--- src/rtl/slt_pkg.sv ---
// Shared types and constants for the symbol label table.
package slt_pkg;

  localparam int NAME_W    = 64;
  localparam int ADDR_W    = 32;
  localparam int LEN_W     = 4;
  localparam int STATUS_W  = 3;
  localparam int IDX_OUT_W = 6;
  localparam int KIND_W    = 2;
  localparam int OP_W      = 2;
  localparam int CFG_IDX_W = 1;

  localparam logic [OP_W-1:0] OP_CREATE  = 2'd0;
  localparam logic [OP_W-1:0] OP_LOOKUP  = 2'd1;
  localparam logic [OP_W-1:0] OP_REVERSE = 2'd2;
  localparam logic [OP_W-1:0] OP_SECTION = 2'd3;

  localparam logic [STATUS_W-1:0] ST_OK        = 3'd0;
  localparam logic [STATUS_W-1:0] ST_BAD_LEN   = 3'd1;
  localparam logic [STATUS_W-1:0] ST_DUP       = 3'd2;
  localparam logic [STATUS_W-1:0] ST_FULL      = 3'd3;
  localparam logic [STATUS_W-1:0] ST_NOT_FOUND = 3'd4;

  localparam logic [KIND_W-1:0] KIND_SECTION = 2'd0;
  localparam logic [KIND_W-1:0] KIND_CODE    = 2'd1;
  localparam logic [KIND_W-1:0] KIND_DATA    = 2'd2;

  localparam logic [CFG_IDX_W-1:0] CFG_START = 1'b0;
  localparam logic [CFG_IDX_W-1:0] CFG_SIZE  = 1'b1;

  typedef struct packed {
    logic [ADDR_W-1:0] addr;
    logic [NAME_W-1:0] name;
    logic [LEN_W-1:0]  len;
    logic              is_code;
  } entry_t;

  typedef struct packed {
    logic load;
    logic issue;
    logic capture;
    logic emit;
  } ctrl_cmd_t;

  typedef struct packed {
    logic skip;
    logic can_issue;
    logic pend_hit;
    logic scan_end;
    logic out_ready;
  } dp_stat_t;

endpackage

--- src/rtl/slt_ctrl.sv ---
// Controller state machine that sequences load, memory scan and result.
module slt_ctrl import slt_pkg::*; (
  input  logic      clk,
  input  logic      rst_n,
  input  logic      in_valid,
  output logic      in_stall,
  input  dp_stat_t  stat,
  output ctrl_cmd_t cmd
);

  localparam logic [1:0] S_IDLE = 2'd0;
  localparam logic [1:0] S_SCAN = 2'd1;
  localparam logic [1:0] S_DONE = 2'd2;

  logic [1:0] state_r;
  logic [1:0] state_nxt;

  always_comb begin
    cmd       = '0;
    state_nxt = state_r;
    in_stall  = 1'b1;
    unique case (state_r)
      S_IDLE: begin
        in_stall = 1'b0;
        if (in_valid) begin
          cmd.load  = 1'b1;
          state_nxt = S_SCAN;
        end
      end
      S_SCAN: begin
        if (stat.skip) begin
          state_nxt = S_DONE;
        end else if (stat.pend_hit) begin
          cmd.capture = 1'b1;
          state_nxt   = S_DONE;
        end else if (stat.scan_end) begin
          state_nxt = S_DONE;
        end else if (stat.can_issue) begin
          cmd.issue = 1'b1;
        end
      end
      S_DONE: begin
        if (stat.out_ready) begin
          cmd.emit  = 1'b1;
          state_nxt = S_IDLE;
        end
      end
      default: begin
        state_nxt = S_IDLE;
      end
    endcase
  end

  always_ff @(posedge clk) begin
    if (!rst_n) begin
      state_r <= S_IDLE;
    end else begin
      state_r <= state_nxt;
    end
  end

endmodule

--- config.mk ---
export PLATFORM = sky130hd
export DESIGN_NAME = slt_ctrl
export DESIGN_NICKNAME = d
export VERILOG_FILES = /design/src/rtl/slt_pkg.sv /design/src/rtl/slt_ctrl.sv
export SDC_FILE = /design/constraint.sdc
export NUM_CORES = 1
export LEC_CHECK = 0
export BUFFER_PORTS_ARGS = -buffer_cell sky130_fd_sc_hd__buf_4
export CAP_MARGIN = 20
export CORE_AREA = 8 8 45 47
export DETAILED_ROUTE_END_ITERATION = 8
export DIE_AREA = 0 0 53 55
export GPL_ROUTABILITY_DRIVEN = 0
export GPL_TIMING_DRIVEN = 1
export MAX_ROUTING_LAYER = met4
export PLACE_DENSITY_LB_ADDON = 0.3
export SYNTH_ARGS = -nofsm -noshare
export SYNTH_HDL_FRONTEND = slang
export SYNTH_SLANG_ARGS = --single-unit
--- constraint.sdc ---
create_clock -name clk -period 0.8 [get_ports clk]
set_input_delay 0.12 -clock clk [delete_from_list [all_inputs] [get_ports clk]]
set_output_delay 0.12 -clock clk [all_outputs]
set_load 0.02 [all_outputs]
* Word-level counts from Yosys, hierarchy flattened
Index checks and enable logic that the tools add are counted.
** Word-level totals
- Register bits :: 2
- Input port bits :: 8
- Output and inout port bits :: 5
- Logic and storage cells :: 25
** Cells by class
- Equality and inequality tests :: 5
- Muxes and demuxes :: 17
- Reductions and logical operators :: 2
** Operators with widths (count)
- 2-to-1 mux 2 bit :: 7
- 2-to-1 mux 1 bit :: 9
- case mux 2 bit (3 select lines) :: 1
- != test 2 bit (second input constant) :: 2
- != test 4 bit (second input constant) :: 1
- AND reduction 3 bit :: 1
- equality test 2 x 1 -> 1 bit (second input constant) :: 1
- equality test 2 bit (second input constant) :: 1
- logical NOT 2 bit :: 1

* Depth between registers and ports, before layout
- Depth after elaboration :: 5
- Mapped depth :: 2

* Worst setup path before layout
OpenSTA, ideal clock, no wires.
- Path kind :: reg2out
- From :: reg state_r[1]
- To :: out cmd[1] in the netlist's numbering
- Arrival :: 1.053 ns
- Path slack :: -0.373 ns
- Stages on the path, launching flop included :: 2
- Cell sequence :: dfxtp_1 > nor4bb_1
** RTL lines
- start: declaration :: line slt_ctrl.sv:15 : logic [1:0] state_r;
- start signal: assignment :: line slt_ctrl.sv:58 : state_r <= state_nxt;
- end: declaration :: line slt_ctrl.sv:8 : output ctrl_cmd_t cmd

==> impl_metrics.ini <==
[yosys]
synth_area_um2 = 133
synth_edf_count = 0
yosysWarnings = 0
ys_top_cells_by_count = 2 x dfxtp_1, 2 x nand4bb_1, 2 x nor2_1
yosys.area.top_type_share_pct = 30.2
ys_seq_elements = 2
syn_inst = 16
synthTopCellsByArea = dfxtp_1 30%, nand4bb_1 17%, and4b_1 7.5%
async_flop_share_pct = 0
synth_nets = 24
synthFlopType = dfxtp_1
synth_area_per_cell_um2 = 8.29
synth.largest_area_cell = dfxtp_1
yosysUniqueCellTypes = 13
ys_seq_area_share_pct = 30.2

[detailed_routing]
drt-initial-drc-count = 1
drc = 0
detail_route.wl_per_cell_um = 10.4
wirelength_um = 543
via_per_inst = 3.98
detail-route-antenna-nets = 0
dr.pass1.iters = 2
vias = 207

[critical_path]
critPathMaxFanout = 5
rrSetupSlack_ns = -0.03
cp-start-kind = register
slowest_delay_ns = 0.35
slowest_stage = dfxtp_4
crit_chain = or2_4, nor2_4, buf_6
path_class = reg2out
crit_start = state_r[1]
cp_data_arrival_time_ns = 1.02
r2r_cells = 3
r2r_end = state_r[1]
crit_buf_inv = 1
cp_top_family = flip-flops
required_ns = 0.68
crit-reg2reg-launch = state_r[1]
critical_path.endpoint_type = primary output

[sta]
tns_ns = -1.62
setup_viol = 7
finalCritPeriodShare_pct = 142
grt_setup_unrepaired = yes
report.final.slew_viol_count = 0
timing.final.ws_setup_ns = -0.337
worst_slew_pin_slew_ns = 0.245
slew_headroom_pct = 83.6
final_hold_viol_count = 0
period_needed_ns = 1.14
skew_ns = 0.00208
max_freq_mhz = 879

[run_status]
violations = setup timing
outcome = finished with violations

[final_layout]
area_growth_pct = 164
stdcell_count = 52
diodes = 0
nNetsFinal = 46
seqCellArea_um2 = 45.0
largest_reg_flops = 2
fillers = 155
reg.largest.list = state_r (2)
regMostFlops = state_r
layout-drive-gt1-share_pct = 77.8
multi_input_area_um2 = 120

[global_routing]
first_global_vias = 224
overflow = 0
grt_usage_pct = 4.61
antenna_found_initial = 0
grt_pass1_wl_um = 890
grt_max_degree = 6

[die]
ioPinCount = 13
start_util_pct = 9.58
die_x_um = 53
rows = 14
core_area_mm2 = 0.00138
fp.dieH_um = 55
die_area_mm2 = 0.00292

[cts]
cts.clk_slew.worst_paths_ns = 0.03
clockRootBuffer = clkbuf_4
cts_num_sinks = 2
cts_tree = done
cts_buffer_depth = 2
clk_latency_ns = 0.22
cts_hold_buffers = 0
numCtsBuffers = 3
cts_htree_levels = 1

[power_and_ir_drop]
peakVddDrop_uv = 288
p_per_area_mw_per_mm2 = 1400
leakage_nw = 0.157

[min_path]
min_to = state_r[0]
hold_start = stat[1]
hp-class = in2reg
min_path_cells = 3

[placement]
place_inst = 48
dp_hpwl_um = 436
port_buffers = 12

[job]
max-cap-violations = 0
## what timing repair did
action,4_1_cts,5_1_grt
gates cloned,0,0
pin swaps,1,1
setup buffers,1,0
endpoints found under the setup margin,5,7
gates resized for setup,4,3
## layout make-up
type                    instances  share of cell area [%]
clock buffers                   3                    6.43
inverters                       1                    1.07
multi-input cells              13                    34.3
flip-flops and latches          2                    12.9
well taps                      16                    5.71
repair buffers                 17                    39.6
## where the power goes
| part | internal [W] | total [W] | switching, W |
|---|---|---|---|
| logic | 0.0000913 | 0.000150 | 0.0000584 |
| clock network | 0.000165 | 0.000222 | 0.0000569 |
| registers | 0.000108 | 0.000119 | 0.0000115 |
| total | 0.000364 | 0.000491 | 0.000127 |
## worst max-delay path by stage
stage,to,slack (ns),cells after the start
global route,cmd[3],-0.38,3
floorplan,cmd[3],-0.07,2
finish,cmd[3],-0.34,3
global placement,cmd[2],-0.19,4
CTS,cmd[3],-0.35,3
detailed placement,cmd[2],-0.18,4
## cell usage in the layout (no fill, tap or decap), drive strengths merged
cell / instances
nand2: 1
nand3b: 1
nand4bb: 2
or3: 1
nor3: 1
or2: 1
dfxtp: 2
clkbuf: 3
nor2: 2
nor4bb: 1
o21ai: 2
and4b: 1
buf: 17
inv: 1
## worst reg2reg max path: cells and delay by family, from the launching register on
family	cells	cell delay, ns
flip-flops	1	0.35
buffers and inverters	1	0.12
AND/OR/NAND/NOR	1	0.17
AO/OA/AOI/OAI	1	0.12
## metal layers
metal  vias to the layer above  wire (um)  track usage [%]
met5                         -          0                -
li1                        101          -                -
met3                         2         64             2.67
met1                        90        277             5.74
met2                        14        181             4.30
met4                         0         19             5.17
## logic make-up after synthesis
| family | synth area share (%) |
|---|---|
| AND/OR/NAND/NOR | 59.4 |
| flip-flops | 30.2 |
| AO/OA/AOI/OAI | 7.54 |
| buffers and inverters | 2.83 |
## per-stage QoR
stage	hold WS, ns	instance area [um2]	worst slack (ns)	util, %	power (W)
floorplan	0.279	161	-0.0737	-	0.000182
global placement	0.399	302	-0.185	21.8	0.000259
detailed placement	0.402	302	-0.179	21.8	0.000258
CTS	0.164	342	-0.346	24.7	0.000502
global route	0.180	350	-0.380	25.3	0.000535
finish	0.170	350	-0.337	25.3	0.000491
Note: power is estimated with default switching activity, not from simulation.
